<file path="src/wfa_pkg.sv">
// ----------------------------------------------------------------------------
// Windowed FIFO average package
// Shared sizes, command and status codes, and the command record passed from
// the front end to the back end.
// ----------------------------------------------------------------------------
package wfa_pkg;

  // Queue window and field widths.
  localparam int WINDOW    = 5;
  localparam int TAG_BITS  = 16;
  localparam int RATE_BITS = 8;

  // Derived widths: entry count, slot index, rate sum and division steps.
  localparam int CNT_BITS  = $clog2(WINDOW + 1);
  localparam int IDX_BITS  = (WINDOW > 1) ? $clog2(WINDOW) : 1;
  localparam int WIDE_BITS = CNT_BITS + 1;
  localparam int SUM_BITS  = RATE_BITS + CNT_BITS;
  localparam int STEP_BITS = $clog2(SUM_BITS);

  // Depth of the command queue between front and back.
  localparam int QDEPTH    = 2;
  localparam int QPTR_BITS = (QDEPTH > 1) ? $clog2(QDEPTH) : 1;
  localparam int QCNT_BITS = $clog2(QDEPTH + 1);

  // Input mode codes.
  localparam logic MODE_PUSH = 1'b0;

  // Request classes decided by the front end.
  typedef enum logic [1:0] {
    CMD_PUSH      = 2'd0,
    CMD_PUSH_DROP = 2'd1,
    CMD_POP       = 2'd2,
    CMD_POP_EMPTY = 2'd3
  } cmd_e;

  // Result status codes.
  typedef enum logic [1:0] {
    ST_AVERAGE = 2'd0,
    ST_REMOVED = 2'd1,
    ST_EMPTY   = 2'd2
  } status_e;

  // One classified request.
  typedef struct packed {
    cmd_e                 kind;
    logic [TAG_BITS-1:0]  tag;
    logic [RATE_BITS-1:0] rate;
  } cmd_t;

  // Back end sequencer states.
  typedef enum logic [1:0] {
    BK_IDLE  = 2'd0,
    BK_DIV   = 2'd1,
    BK_ROUND = 2'd2
  } back_state_e;

endpackage

</file>
<file path="src/wfa_front.sv">
// ----------------------------------------------------------------------------
// Windowed FIFO average front end
// Accepts requests and classifies them against a shadow count of the entries
// that the queue will hold once all earlier requests are carried out.
// ----------------------------------------------------------------------------
module wfa_front import wfa_pkg::*; (
  input  logic                 clk_i,
  input  logic                 rst_ni,
  input  logic                 start_i,
  input  logic                 full_i,
  input  logic                 mode_i,
  input  logic [TAG_BITS-1:0]  item_tag_i,
  input  logic [RATE_BITS-1:0] item_rate_i,
  output logic                 push_o,
  output cmd_t                 cmd_o
);

  logic [CNT_BITS-1:0] count_q, count_d;
  logic                is_full;
  logic                is_empty;

  assign push_o   = start_i && !full_i;
  assign is_full  = (count_q == CNT_BITS'(WINDOW));
  assign is_empty = (count_q == '0);

  // Classify the request and advance the shadow count.
  always_comb begin
    count_d    = count_q;
    cmd_o.tag  = item_tag_i;
    cmd_o.rate = item_rate_i;
    if (mode_i == MODE_PUSH) begin
      if (is_full) begin
        cmd_o.kind = CMD_PUSH_DROP;
      end else begin
        cmd_o.kind = CMD_PUSH;
        count_d    = count_q + CNT_BITS'(1);
      end
    end else begin
      if (is_empty) begin
        cmd_o.kind = CMD_POP_EMPTY;
      end else begin
        cmd_o.kind = CMD_POP;
        count_d    = count_q - CNT_BITS'(1);
      end
    end
  end

  // Shadow count register.
  always_ff @(posedge clk_i or negedge rst_ni) begin
    if (!rst_ni) begin
      count_q <= '0;
    end else if (push_o) begin
      count_q <= count_d;
    end
  end

endmodule

</file>
<file path="src/wfa_cmd_queue.sv">
// ----------------------------------------------------------------------------
// Windowed FIFO average command queue
// A short first-in first-out buffer of classified requests between the front
// end and the back end.
// ----------------------------------------------------------------------------
module wfa_cmd_queue import wfa_pkg::*; (
  input  logic clk_i,
  input  logic rst_ni,
  input  logic push_i,
  input  cmd_t cmd_i,
  output logic full_o,
  input  logic pop_i,
  output logic valid_o,
  output cmd_t cmd_o
);

  cmd_t                 entry_q [QDEPTH];
  logic [QPTR_BITS-1:0] wr_ptr_q, wr_ptr_d;
  logic [QPTR_BITS-1:0] rd_ptr_q, rd_ptr_d;
  logic [QCNT_BITS-1:0] fill_q, fill_d;

  assign full_o  = (fill_q == QCNT_BITS'(QDEPTH));
  assign valid_o = (fill_q != '0);
  assign cmd_o   = entry_q[rd_ptr_q];

  // Pointer and fill updates.
  always_comb begin
    wr_ptr_d = wr_ptr_q;
    rd_ptr_d = rd_ptr_q;
    fill_d   = fill_q;
    if (push_i) begin
      wr_ptr_d = (wr_ptr_q == QPTR_BITS'(QDEPTH - 1)) ? '0 : wr_ptr_q + QPTR_BITS'(1);
    end
    if (pop_i) begin
      rd_ptr_d = (rd_ptr_q == QPTR_BITS'(QDEPTH - 1)) ? '0 : rd_ptr_q + QPTR_BITS'(1);
    end
    if (push_i && !pop_i) begin
      fill_d = fill_q + QCNT_BITS'(1);
    end else if (pop_i && !push_i) begin
      fill_d = fill_q - QCNT_BITS'(1);
    end
  end

  always_ff @(posedge clk_i or negedge rst_ni) begin
    if (!rst_ni) begin
      wr_ptr_q <= '0;
      rd_ptr_q <= '0;
      fill_q   <= '0;
    end else begin
      wr_ptr_q <= wr_ptr_d;
      rd_ptr_q <= rd_ptr_d;
      fill_q   <= fill_d;
    end
  end

  // Entry storage.
  always_ff @(posedge clk_i) begin
    if (push_i) begin
      entry_q[wr_ptr_q] <= cmd_i;
    end
  end

endmodule

</file>
<file path="src/wfa_back.sv">
// ----------------------------------------------------------------------------
// Windowed FIFO average back end
// Holds the entries, head, count and running sum, carries out each request,
// and divides the sum by the count one quotient bit per cycle for a push.
// ----------------------------------------------------------------------------
module wfa_back import wfa_pkg::*; (
  input  logic                 clk_i,
  input  logic                 rst_ni,
  input  logic                 valid_i,
  input  cmd_t                 cmd_i,
  output logic                 pop_o,
  output logic                 done_o,
  output logic [1:0]           status_o,
  output logic [RATE_BITS-1:0] average_o,
  output logic [TAG_BITS-1:0]  removed_tag_o,
  output logic [RATE_BITS-1:0] removed_rate_o
);

  back_state_e state_q, state_d;

  // Entry storage, written only for held entries.
  logic [TAG_BITS-1:0]  tag_q  [WINDOW];
  logic [RATE_BITS-1:0] rate_q [WINDOW];

  logic [IDX_BITS-1:0]  head_q, head_d;
  logic [CNT_BITS-1:0]  count_q, count_d;
  logic [SUM_BITS-1:0]  sum_q, sum_d;

  // Divider registers: dividend shifts out on top, quotient shifts in below.
  logic [SUM_BITS-1:0]  dvd_q, dvd_d;
  logic [CNT_BITS-1:0]  rem_q, rem_d;
  logic [STEP_BITS-1:0] step_q, step_d;

  // Result registers.
  logic                 done_q, done_d;
  status_e              status_q, status_d;
  logic [RATE_BITS-1:0] avg_q, avg_d;
  logic [TAG_BITS-1:0]  rtag_q, rtag_d;
  logic [RATE_BITS-1:0] rrate_q, rrate_d;

  // Store write port.
  logic                 wr_en;
  logic [IDX_BITS-1:0]  wr_idx;

  logic [IDX_BITS-1:0]  head_next;
  logic [WIDE_BITS-1:0] tail_wide;
  logic [IDX_BITS-1:0]  tail_idx;
  logic [RATE_BITS-1:0] head_rate;
  logic [CNT_BITS:0]    rem_shift;
  logic                 rem_ge;
  logic [CNT_BITS:0]    twice_rem;
  logic                 round_up;

  assign done_o         = done_q;
  assign status_o       = status_q;
  assign average_o      = avg_q;
  assign removed_tag_o  = rtag_q;
  assign removed_rate_o = rrate_q;

  // Slot helpers: the next head and the free slot after the held entries.
  assign head_next = (head_q == IDX_BITS'(WINDOW - 1)) ? '0 : head_q + IDX_BITS'(1);
  assign head_rate = rate_q[head_q];
  always_comb begin
    tail_wide = WIDE_BITS'(head_q) + WIDE_BITS'(count_q);
    if (tail_wide >= WIDE_BITS'(WINDOW)) begin
      tail_wide = tail_wide - WIDE_BITS'(WINDOW);
    end
    tail_idx = tail_wide[IDX_BITS-1:0];
  end

  // One restoring division step.
  assign rem_shift = {rem_q, dvd_q[SUM_BITS-1]};
  assign rem_ge    = (rem_shift >= {1'b0, count_q});

  // Round to nearest, ties to the even quotient.
  assign twice_rem = {rem_q, 1'b0};
  assign round_up  = (twice_rem > {1'b0, count_q}) ||
                     ((twice_rem == {1'b0, count_q}) && dvd_q[0]);

  // Next state.
  always_comb begin
    state_d = state_q;
    unique case (state_q)
      BK_IDLE: begin
        if (valid_i && (cmd_i.kind == CMD_PUSH || cmd_i.kind == CMD_PUSH_DROP)) begin
          state_d = BK_DIV;
        end
      end
      BK_DIV: begin
        if (step_q == '0) begin
          state_d = BK_ROUND;
        end
      end
      BK_ROUND: state_d = BK_IDLE;
      default:  state_d = BK_IDLE;
    endcase
  end

  // Datapath and result outputs.
  always_comb begin
    pop_o    = 1'b0;
    wr_en    = 1'b0;
    wr_idx   = tail_idx;
    head_d   = head_q;
    count_d  = count_q;
    sum_d    = sum_q;
    dvd_d    = dvd_q;
    rem_d    = rem_q;
    step_d   = step_q;
    done_d   = 1'b0;
    status_d = status_q;
    avg_d    = avg_q;
    rtag_d   = rtag_q;
    rrate_d  = rrate_q;
    unique case (state_q)
      BK_IDLE: begin
        if (valid_i) begin
          pop_o = 1'b1;
          unique case (cmd_i.kind)
            CMD_PUSH: begin
              wr_en   = 1'b1;
              count_d = count_q + CNT_BITS'(1);
              sum_d   = sum_q + SUM_BITS'(cmd_i.rate);
              dvd_d   = sum_q + SUM_BITS'(cmd_i.rate);
              rem_d   = '0;
              step_d  = STEP_BITS'(SUM_BITS - 1);
            end
            CMD_PUSH_DROP: begin
              // The oldest slot is reused for the new entry.
              wr_en  = 1'b1;
              wr_idx = head_q;
              head_d = head_next;
              sum_d  = sum_q - SUM_BITS'(head_rate) + SUM_BITS'(cmd_i.rate);
              dvd_d  = sum_q - SUM_BITS'(head_rate) + SUM_BITS'(cmd_i.rate);
              rem_d  = '0;
              step_d = STEP_BITS'(SUM_BITS - 1);
            end
            CMD_POP: begin
              head_d   = head_next;
              count_d  = count_q - CNT_BITS'(1);
              sum_d    = sum_q - SUM_BITS'(head_rate);
              done_d   = 1'b1;
              status_d = ST_REMOVED;
              avg_d    = '0;
              rtag_d   = tag_q[head_q];
              rrate_d  = head_rate;
            end
            CMD_POP_EMPTY: begin
              done_d   = 1'b1;
              status_d = ST_EMPTY;
              avg_d    = '0;
              rtag_d   = '0;
              rrate_d  = '0;
            end
            default: ;
          endcase
        end
      end
      BK_DIV: begin
        dvd_d  = {dvd_q[SUM_BITS-2:0], rem_ge};
        rem_d  = rem_ge ? CNT_BITS'(rem_shift - {1'b0, count_q}) : rem_shift[CNT_BITS-1:0];
        step_d = step_q - STEP_BITS'(1);
      end
      BK_ROUND: begin
        done_d   = 1'b1;
        status_d = ST_AVERAGE;
        avg_d    = dvd_q[RATE_BITS-1:0] + RATE_BITS'(round_up);
        rtag_d   = '0;
        rrate_d  = '0;
      end
      default: ;
    endcase
  end

  // Control state.
  always_ff @(posedge clk_i or negedge rst_ni) begin
    if (!rst_ni) begin
      state_q <= BK_IDLE;
      head_q  <= '0;
      count_q <= '0;
      sum_q   <= '0;
      done_q  <= 1'b0;
    end else begin
      state_q <= state_d;
      head_q  <= head_d;
      count_q <= count_d;
      sum_q   <= sum_d;
      done_q  <= done_d;
    end
  end

  // Divider and result payload.
  always_ff @(posedge clk_i) begin
    dvd_q    <= dvd_d;
    rem_q    <= rem_d;
    step_q   <= step_d;
    status_q <= status_d;
    avg_q    <= avg_d;
    rtag_q   <= rtag_d;
    rrate_q  <= rrate_d;
  end

  // Entry storage write.
  always_ff @(posedge clk_i) begin
    if (wr_en) begin
      tag_q[wr_idx]  <= cmd_i.tag;
      rate_q[wr_idx] <= cmd_i.rate;
    end
  end

endmodule

</file>
<file path="src/windowed_fifo_average_core.sv">
// ----------------------------------------------------------------------------
// Windowed FIFO average core
// A queue of up to five tagged rates that reports the rounded mean after each
// push and the removed entry, or an empty status, after each pop.
// ----------------------------------------------------------------------------
// A request is taken when start_i is high and busy_o is low; mode_i selects
// push or pop. Every request gives exactly one result, shown for one cycle
// while done_o is high; the receiver cannot stall and must take it then. A
// push on a full queue drops the oldest entry silently. Pops and pops on an
// empty queue are answered straight from the idle state of the execution
// unit; a push runs a bit-serial divide of the 11-bit rate sum by the entry
// count, one quotient bit per cycle, then a rounding step. A two-entry request
// queue sits in front of the execution unit, so busy_o rises only when two
// requests are waiting behind the one being carried out.
// ----------------------------------------------------------------------------
module windowed_fifo_average_core import wfa_pkg::*; (
  input  logic                 clk_i,
  input  logic                 rst_ni,
  input  logic                 start_i,
  output logic                 busy_o,
  input  logic                 mode_i,
  input  logic [TAG_BITS-1:0]  item_tag_i,
  input  logic [RATE_BITS-1:0] item_rate_i,
  output logic                 done_o,
  output logic [1:0]           status_o,
  output logic [RATE_BITS-1:0] average_o,
  output logic [TAG_BITS-1:0]  removed_tag_o,
  output logic [RATE_BITS-1:0] removed_rate_o
);

  logic q_push;
  logic q_full;
  logic q_pop;
  logic q_valid;
  cmd_t front_cmd;
  cmd_t back_cmd;

  assign busy_o = q_full;

  // Request intake and classification.
  wfa_front u_front (
    .clk_i       (clk_i),
    .rst_ni      (rst_ni),
    .start_i     (start_i),
    .full_i      (q_full),
    .mode_i      (mode_i),
    .item_tag_i  (item_tag_i),
    .item_rate_i (item_rate_i),
    .push_o      (q_push),
    .cmd_o       (front_cmd)
  );

  // Request queue between front and back.
  wfa_cmd_queue u_queue (
    .clk_i   (clk_i),
    .rst_ni  (rst_ni),
    .push_i  (q_push),
    .cmd_i   (front_cmd),
    .full_o  (q_full),
    .pop_i   (q_pop),
    .valid_o (q_valid),
    .cmd_o   (back_cmd)
  );

  // Execution unit.
  wfa_back u_back (
    .clk_i          (clk_i),
    .rst_ni         (rst_ni),
    .valid_i        (q_valid),
    .cmd_i          (back_cmd),
    .pop_o          (q_pop),
    .done_o         (done_o),
    .status_o       (status_o),
    .average_o      (average_o),
    .removed_tag_o  (removed_tag_o),
    .removed_rate_o (removed_rate_o)
  );

endmodule
</file>
<file path="config.mk">
export PLATFORM = sky130hd
export DESIGN_NAME = windowed_fifo_average_core
export DESIGN_NICKNAME = d
export VERILOG_FILES = /design/src/wfa_pkg.sv /design/src/wfa_front.sv /design/src/wfa_cmd_queue.sv /design/src/wfa_back.sv /design/src/windowed_fifo_average_core.sv
export SDC_FILE = /design/constraint.sdc
export NUM_CORES = 1
export LEC_CHECK = 0
export ABC_CLOCK_PERIOD_IN_PS = 5600
export BUFFER_PORTS_ARGS = -buffer_cell sky130_fd_sc_hd__buf_2
export CAP_MARGIN = 5
export CORE_MARGIN = 3
export CORE_UTILIZATION = 30
export DETAILED_ROUTE_END_ITERATION = 16
export HOLD_SLACK_MARGIN = 0.08
export PLACE_DENSITY = 0.47
export RECOVER_POWER = 25
export SLEW_MARGIN = 20
export SYNTH_ARGS = -nofsm -noshare
export SYNTH_HDL_FRONTEND = slang
export SYNTH_SLANG_ARGS = --single-unit
export TNS_END_PERCENT = 1
</file>
<file path="constraint.sdc">
create_clock -name clk_i -period 5.6 [get_ports clk_i]
set_clock_uncertainty 0.15 [all_clocks]
set_input_delay 0.28 -clock clk_i [delete_from_list [all_inputs] [get_ports clk_i]]
set_output_delay 0.28 -clock clk_i [all_outputs]
set_load 0.01 [all_outputs]
</file>
# ---- Yosys cells after proc, flatten, opt, wreduce, memory -nomap -nowiden
# Memory sizes are Yosys's and may differ from the RTL's.
# Cells that the tools add are included.
dict set report word_totals {
  wordCells 143
  in_bits 28
  regBits 79
  mem_count 3
  latch_bits 0
  mem_bits_ro 0
  ram_bits 172
  output_inout_bits 36
}
# name words word_bits rd rd_ports_with_merged_regs write_ports line_no
set mem_list {}
lappend mem_list {u_back.tag_q 5 16 1 0 1 wfa_back.sv:22} ;# logic [TAG_BITS-1:0] tag_q [WINDOW];
lappend mem_list {u_queue.entry_q 2 26 1 0 1 wfa_cmd_queue.sv:17} ;# cmd_t entry_q [QDEPTH];
lappend mem_list {u_back.rate_q 5 8 1 0 1 wfa_back.sv:23} ;# logic [RATE_BITS-1:0] rate_q [WINDOW];
dict set report classes {
  n_eq_ne 18
  order_cmp 3
  mul 0
  shifts 0
  n_mux 54
  n_bitwise 0
  n_reduce_logical 32
  add_sub_neg 17
  n_div 0
}
# op n
set ops {}
lappend ops {{$pmux 16 s2} 2}
lappend ops {{$pmux 8 s2} 3}
lappend ops {{$pmux 11 s2} 2}
lappend ops {{$mux 3} 11}
lappend ops {{$pmux 11 s3} 1}
lappend ops {{$mux 8} 3}
lappend ops {{$reduce_and 3->1} 8}
lappend ops {{$add 11x8->11} 2}
lappend ops {{$mux 16} 1}
lappend ops {{$mux 1} 15}
lappend ops {{$mux 2} 6}
lappend ops {{$pmux 2 s2} 3}
lappend ops {{$pmux 3 s2} 2}
lappend ops {{$mux 11} 1}
lappend ops {{$sub 11x8->11} 1}
lappend ops {{$reduce_bool 2->1} 5}
lappend ops {{$add 3x1->3 const B} 3}
lappend ops {{$add 8x1->8} 1}
lappend ops {{$eq 2x2->1 const B} 4}
lappend ops {{$mux 4} 2}
lappend ops {{$ne 2x2->1 const B} 4}
lappend ops {{$pmux 4 s2} 1}
lappend ops {{$eq 3x3->1 const B} 2}
lappend ops {{$ne 2x1->1 const B} 3}
lappend ops {{25 further kinds} 38}

# ---- Depth between registers and ports, before layout
# An unclocked memory read counts as a cell.
dict set report depth {
  word_depth 8
  ltp_mapped 17
  ltp_nobuf 16
}

# ---- Cells and area by module
# Synthesis repeated with hierarchy kept, for this count alone.
dict set report hier_totals {
  hier_cells 823
  area_unflattened_um2 11881.4
}
# module area_per_inst_um2 n_inst cells_each seq_area_each_um2
set by_module_without_submodules {}
lappend by_module_without_submodules {wfa_back 9285.2 1 674 5665.4}
lappend by_module_without_submodules {wfa_cmd_queue 2165.8 1 97 1661.6}
lappend by_module_without_submodules {wfa_front 430.4 1 52 75.1}

# ---- Worst setup path before layout
# OpenSTA, ideal clock, no wires.
dict set report synth_timing {
  path_type {register to register}
  from {register u_back.count_q[0]}
  to {memory u_back.rate_q[4][0], enable pin}
  setup_ps 466
  required_ps 4984
  period_less_slack_ps 5495
  setup_slack_ps 105
  stages_incl_launch_ff 13
  n_path_buf 0
  t_arrival_ps 4880
  cell_sequence {dfrtp_1 -> ha_1 -> fa_1 -> inv_1 -> ha_1 -> nor2b_1 -> o21ai_0 -> a211oi_1 -> mux2i_1 -> nand2_1 -> o21ai_0 -> nand2_1 -> nor4_1}
}
dict set report synth_between {
  elab_chain_len 6
  word_cells_on_any_way 7
  cone_classes {2 x add/sub; 1 x order compare; 4 x mux}
}
# item line_no
set synth_rtl {}
lappend synth_rtl {{start: declaration} wfa_back.sv:26} ;# logic [CNT_BITS-1:0] count_q, count_d;
lappend synth_rtl {{start signal: assignment} wfa_back.sv:186} ;# count_q <= count_d;
lappend synth_rtl {{$add 3x3->4 *} wfa_back.sv:64} ;# tail_wide = WIDE_BITS'(head_q) + WIDE_BITS'(count_q);
lappend synth_rtl {{$ge 4x3->1 or $sub 3x3->3 (tied branches)} {wfa_back.sv:65, wfa_back.sv:66}}
lappend synth_rtl {{$mux 3 *} wfa_back.sv:65} ;# if (tail_wide >= WIDE_BITS'(WINDOW)) begin
lappend synth_rtl {{$mux 3} wfa_back.sv:119} ;# unique case (cmd_i.kind)
lappend synth_rtl {{$mux 3} wfa_back.sv:117} ;# if (valid_i) begin
lappend synth_rtl {{$mux 3 *} wfa_back.sv:115} ;# unique case (state_q)
lappend synth_rtl {{end: declaration} wfa_back.sv:23}
# Every way passes the cells marked *; elsewhere a longest branch is shown, timed or not.

# ---- Worst setup path in the final report
dict set report layout_timing {
  from {register u_back.head_q[0]}
  to {memory u_back.rate_q[4][3], enable pin}
}
dict set report layout_between {
  elab_chain_len 6
  word_cells_on_any_way 7
  cone_classes {2 x add/sub; 1 x order compare; 4 x mux}
}
# item line_no
set layout_rtl {}
lappend layout_rtl {{start: declaration} wfa_back.sv:25} ;# logic [IDX_BITS-1:0] head_q, head_d;
lappend layout_rtl {{start signal: assignment} wfa_back.sv:179} ;# head_q <= '0;
lappend layout_rtl {{start signal: assignment} wfa_back.sv:185} ;# head_q <= head_d;
lappend layout_rtl {{$add 3x3->4} wfa_back.sv:64}
lappend layout_rtl {{$ge 4x3->1 or $sub 3x3->3 (tied branches)} {wfa_back.sv:65, wfa_back.sv:66}}
lappend layout_rtl {{$mux 3} wfa_back.sv:65}
lappend layout_rtl {{$mux 3} wfa_back.sv:119}
lappend layout_rtl {{$mux 3} wfa_back.sv:117}
lappend layout_rtl {{$mux 3 *} wfa_back.sv:115}
# Marked as above.

==> results.md <==
* Run status: finished, violations left
* Violations in the final reports: max-capacitance violations, max-slew violations
* Period minus WS final at approximately 4900 ps
* Post-route setup TNS at 0 ps
* Post-synth ARST share at around 11%
* GP Congestion at between 0.7 and 0.8
* Final cycle utilization of the critical path at between 80% and 90%
* Average via count per standard cell at 4.59
* Slew Viols, Final at between 50 and 60
* Worst min-delay path category: in2reg
* Synthesized area per cell at between 10 and 15 um2
* Arrival time of the worst setup path at a little under 5000 ps
* Routed via count at between 6,000 and 7,000
* Via count of the first global-routing pass at 6,995
* Endpoint required time on the critical path at between 5000 and 6000 ps
* Seq/Total Area, Yosys at ~64%
* Clock root buffer master: sky130_fd_sc_hd__clkbuf_16
* Antenna Nets Post-Route at 0
* Post-synth top area cell: sky130_fd_sc_hd__edfxtp_1
* Setup slack after layout at around 750 ps
* Leak at 4.82 nW
* Clock Pin Slew Worst Setup and Hold Paths at 60 ps
* Source-to-sink clock delay at the later pin of the worst-skew pair at 580 ps
* Initial Util at slightly above 30%
* Power per unit of standard cell area at around 660 nW/um2
* Total number of placement rows at 71
* Worst-Margin Slew at between 1500 and 2000 ps
* Maximum ir drop on the vdd rail at between 0.2 and 0.25 mV
* Headroom to the max-slew limit at -19.1%
* Cell area after technology mapping at 11,600 um2
* Endpoint class of the critical path: register
* Number of placed instances, taps included at between 1,000 and 1,500
* Final core utilization at between 30% and 40%
* Setup repair after global routing missed its margin: no
* Area of the core at roughly 38,000 um2
* Total Nets Final at between 900 and 1,000
* Maximum clock rate at ~210 MHz
* Clock Path Buffers at 3
* Number of library cell types mapped by synthesis at 59
* Flip-flop and latch count after synthesis at about 250
* Port Buffer Count at between 60 and 70
* Worst hold slack at roughly 96 ps
* Count of flip-flops with a built-in enable after synthesis at 224
* Cell types with the largest area share after synthesis: sky130_fd_sc_hd__edfxtp_1 (58%), sky130_fd_sc_hd__dfrtp_1 (5.8%), sky130_fd_sc_hd__ha_1 (4.7%), sky130_fd_sc_hd__mux4_2 (4.7%), sky130_fd_sc_hd__mux2_2 (2.7%)
* GRT Overall Usage at approximately 13%
* Die width at 203 um
* Antenna violations before repair at 0
* Total clock buffers created by CTS at 28
* ANT cells at 0
* Final hold vios at 0
* Crit Path Max Fanout at 24
* # IOs at between 60 and 70
* Synth top cells by count: sky130_fd_sc_hd__edfxtp_1 (224), sky130_fd_sc_hd__nor2_1 (82), sky130_fd_sc_hd__ha_1 (44), sky130_fd_sc_hd__nand2_1 (40), sky130_fd_sc_hd__inv_1 (39)
* Die area at around 41,000 um2
* Most common cell in the synthesized netlist: sky130_fd_sc_hd__edfxtp_1
* Iteration-0 DRC count of the detailed router at ~370
* Reported max-cap violation count at 2
* Worst Setup Slack post-DPL at roughly 770 ps
* Maximum number of pins on one net before global-route repair at 33
* Setup violations, final at 0
* Flip-flop cell with the highest count after synthesis: sky130_fd_sc_hd__edfxtp_1
* Grt total ovfl at 0
* Startpoint type of the worst setup path: register
* Total DRC errors in the routed layout at 0
* Area Overhead vs Synth at 18.2%
* TritonCTS clock tree: yes
* Drt wl/cell at between 15 and 20 um
* Number of clock sinks at about 250
* Gate Count Post-Synth at roughly 800
* Crit Path Class: reg2reg
* Number of warning messages in the yosys log at 0
* Die boundary height at around 200 um
* Total length of routed wires at 25.5 mm
* First-pass GRT wire length at approximately 40 mm
* Share of the synthesized area in the top cell type at approximately 58%
* Filler Cells Inserted at 3,659
* Fraction of layout cells with a size suffix above 1 at approximately 14%
* Drt pass-1 iters at 4
* Post-DP HPWL at between 15 and 20 mm
* Number of nets produced by synthesis at roughly 900
* H-Tree Depth at 1
* Non-filler cells, final at 1,441
[what timing repair did]
item	4_1_cts	5_1_grt
buffers inserted	0	0
hold buffers	26	0
gates resized for setup	0	0
hold endpoints to repair	81	0
setup endpoints to repair	0	0
[metal layers]
metal  track usage (%)  up-vias  part of all wire, %
li1                  -     3215                    -
met1              16.8     3274                   46
met2              21.7       96                   49
met3              2.08       27                  3.8
met4              3.14        0                  1.6
met5                 0        -                    0
[through the flow]
| stage | area [um2] | total power, W |
|---|---|---|
| floorplan | 11600 | 0.00611 |
| global placement | 12600 | 0.00722 |
| detailed placement | 12600 | 0.00722 |
| CTS | 13800 | 0.00919 |
| global route | 13700 | 0.00981 |
| finish | 13700 | 0.00902 |
[flip-flops by register name, summed over array words and instances (netlist names), 8 cells and up]
| register | cells |
|---|---|
| u_back.tag_q | 80 |
| u_queue.entry_q | 52 |
| u_back.rate_q | 40 |
| u_back.removed_tag_o | 16 |
| u_back.dvd_q | 11 |
| u_back.sum_q | 11 |
| u_back.average_o | 8 |
| u_back.removed_rate_o | 8 |
[layout by cell type (no fill, tap or decap), drive strengths merged, types with 11 or more instances in the layout]
master       count
dlygate4sd3     26
clkbuf         101
dfrtp           27
buf             22
nand2           40
nor2            83
mux2i           30
xnor2           23
a21oi           33
inv             39
edfxtp         224
nor3            11
o21ai           32
nor2b           11
mux4            24
ha              44
mux2            28
xor2            18
[kinds of logic (layout without fill, tap and decap cells)]
family	Yosys count	count (layout)	synth area share [%]
flip-flops	251	251	63.8
AND/OR/NAND/NOR	185	185	7.44
AO/OA/AOI/OAI	123	123	7.09
multiplexers	82	82	9.97
buffers and inverters	69	197	2.65
adder cells (fa/ha/maj)	51	51	5.95
XOR/XNOR	41	41	3.10
[area by class of cell]
class                   instances  area, um2  area share [%]
clock buffers                  43        787            5.74
clock inverters                 9        178            1.30
inverters                      39        146            1.07
multi-input cells             482       3940            28.7
flip-flops and latches        251       7400            54.0
well taps                     511        639            4.66
repair buffers                106        628            4.58
[critical path, cell delays in order (launching register included)]
cell and delay (ps):
sky130_fd_sc_hd__dfrtp_2 590, sky130_fd_sc_hd__buf_4 310, sky130_fd_sc_hd__buf_4 280, sky130_fd_sc_hd__ha_1 220
sky130_fd_sc_hd__fa_1 450, sky130_fd_sc_hd__inv_1 100, sky130_fd_sc_hd__ha_1 230, sky130_fd_sc_hd__nor2b_1 190
sky130_fd_sc_hd__o21ai_0 110, sky130_fd_sc_hd__a211oi_1 470, sky130_fd_sc_hd__mux2i_1 250, sky130_fd_sc_hd__nand2_1 60
sky130_fd_sc_hd__o21ai_0 210, sky130_fd_sc_hd__nand2_1 190, sky130_fd_sc_hd__nor4_2 240, sky130_fd_sc_hd__buf_4 410
[report_power, final]
part,switching [W],total (W),internal (W)
clock network,0.000741,0.00190,0.00116
logic,0.00249,0.00422,0.00173
registers,0.000246,0.00291,0.00266
total,0.00348,0.00902,0.00554
[worst paths after layout]
check / start / endpoint / slack (ps) / cells after the start
max: u_back.head_q[0] / u_back.rate_q[4][3] / 750 / 15
min: start_i / u_queue.wr_ptr_q / 100 / 3
max reg2reg: u_back.head_q[0] / u_back.rate_q[4][3] / 750 / 15
min reg2reg: u_front.count_q[2] / u_front.count_q[2] / 360 / 1
max in group asynchronous: rst_ni / u_back.head_q[0] / 3570 / 2
min in group asynchronous: rst_ni / u_back.head_q[0] / 610 / 2
(Power assumes the default switching activity.)
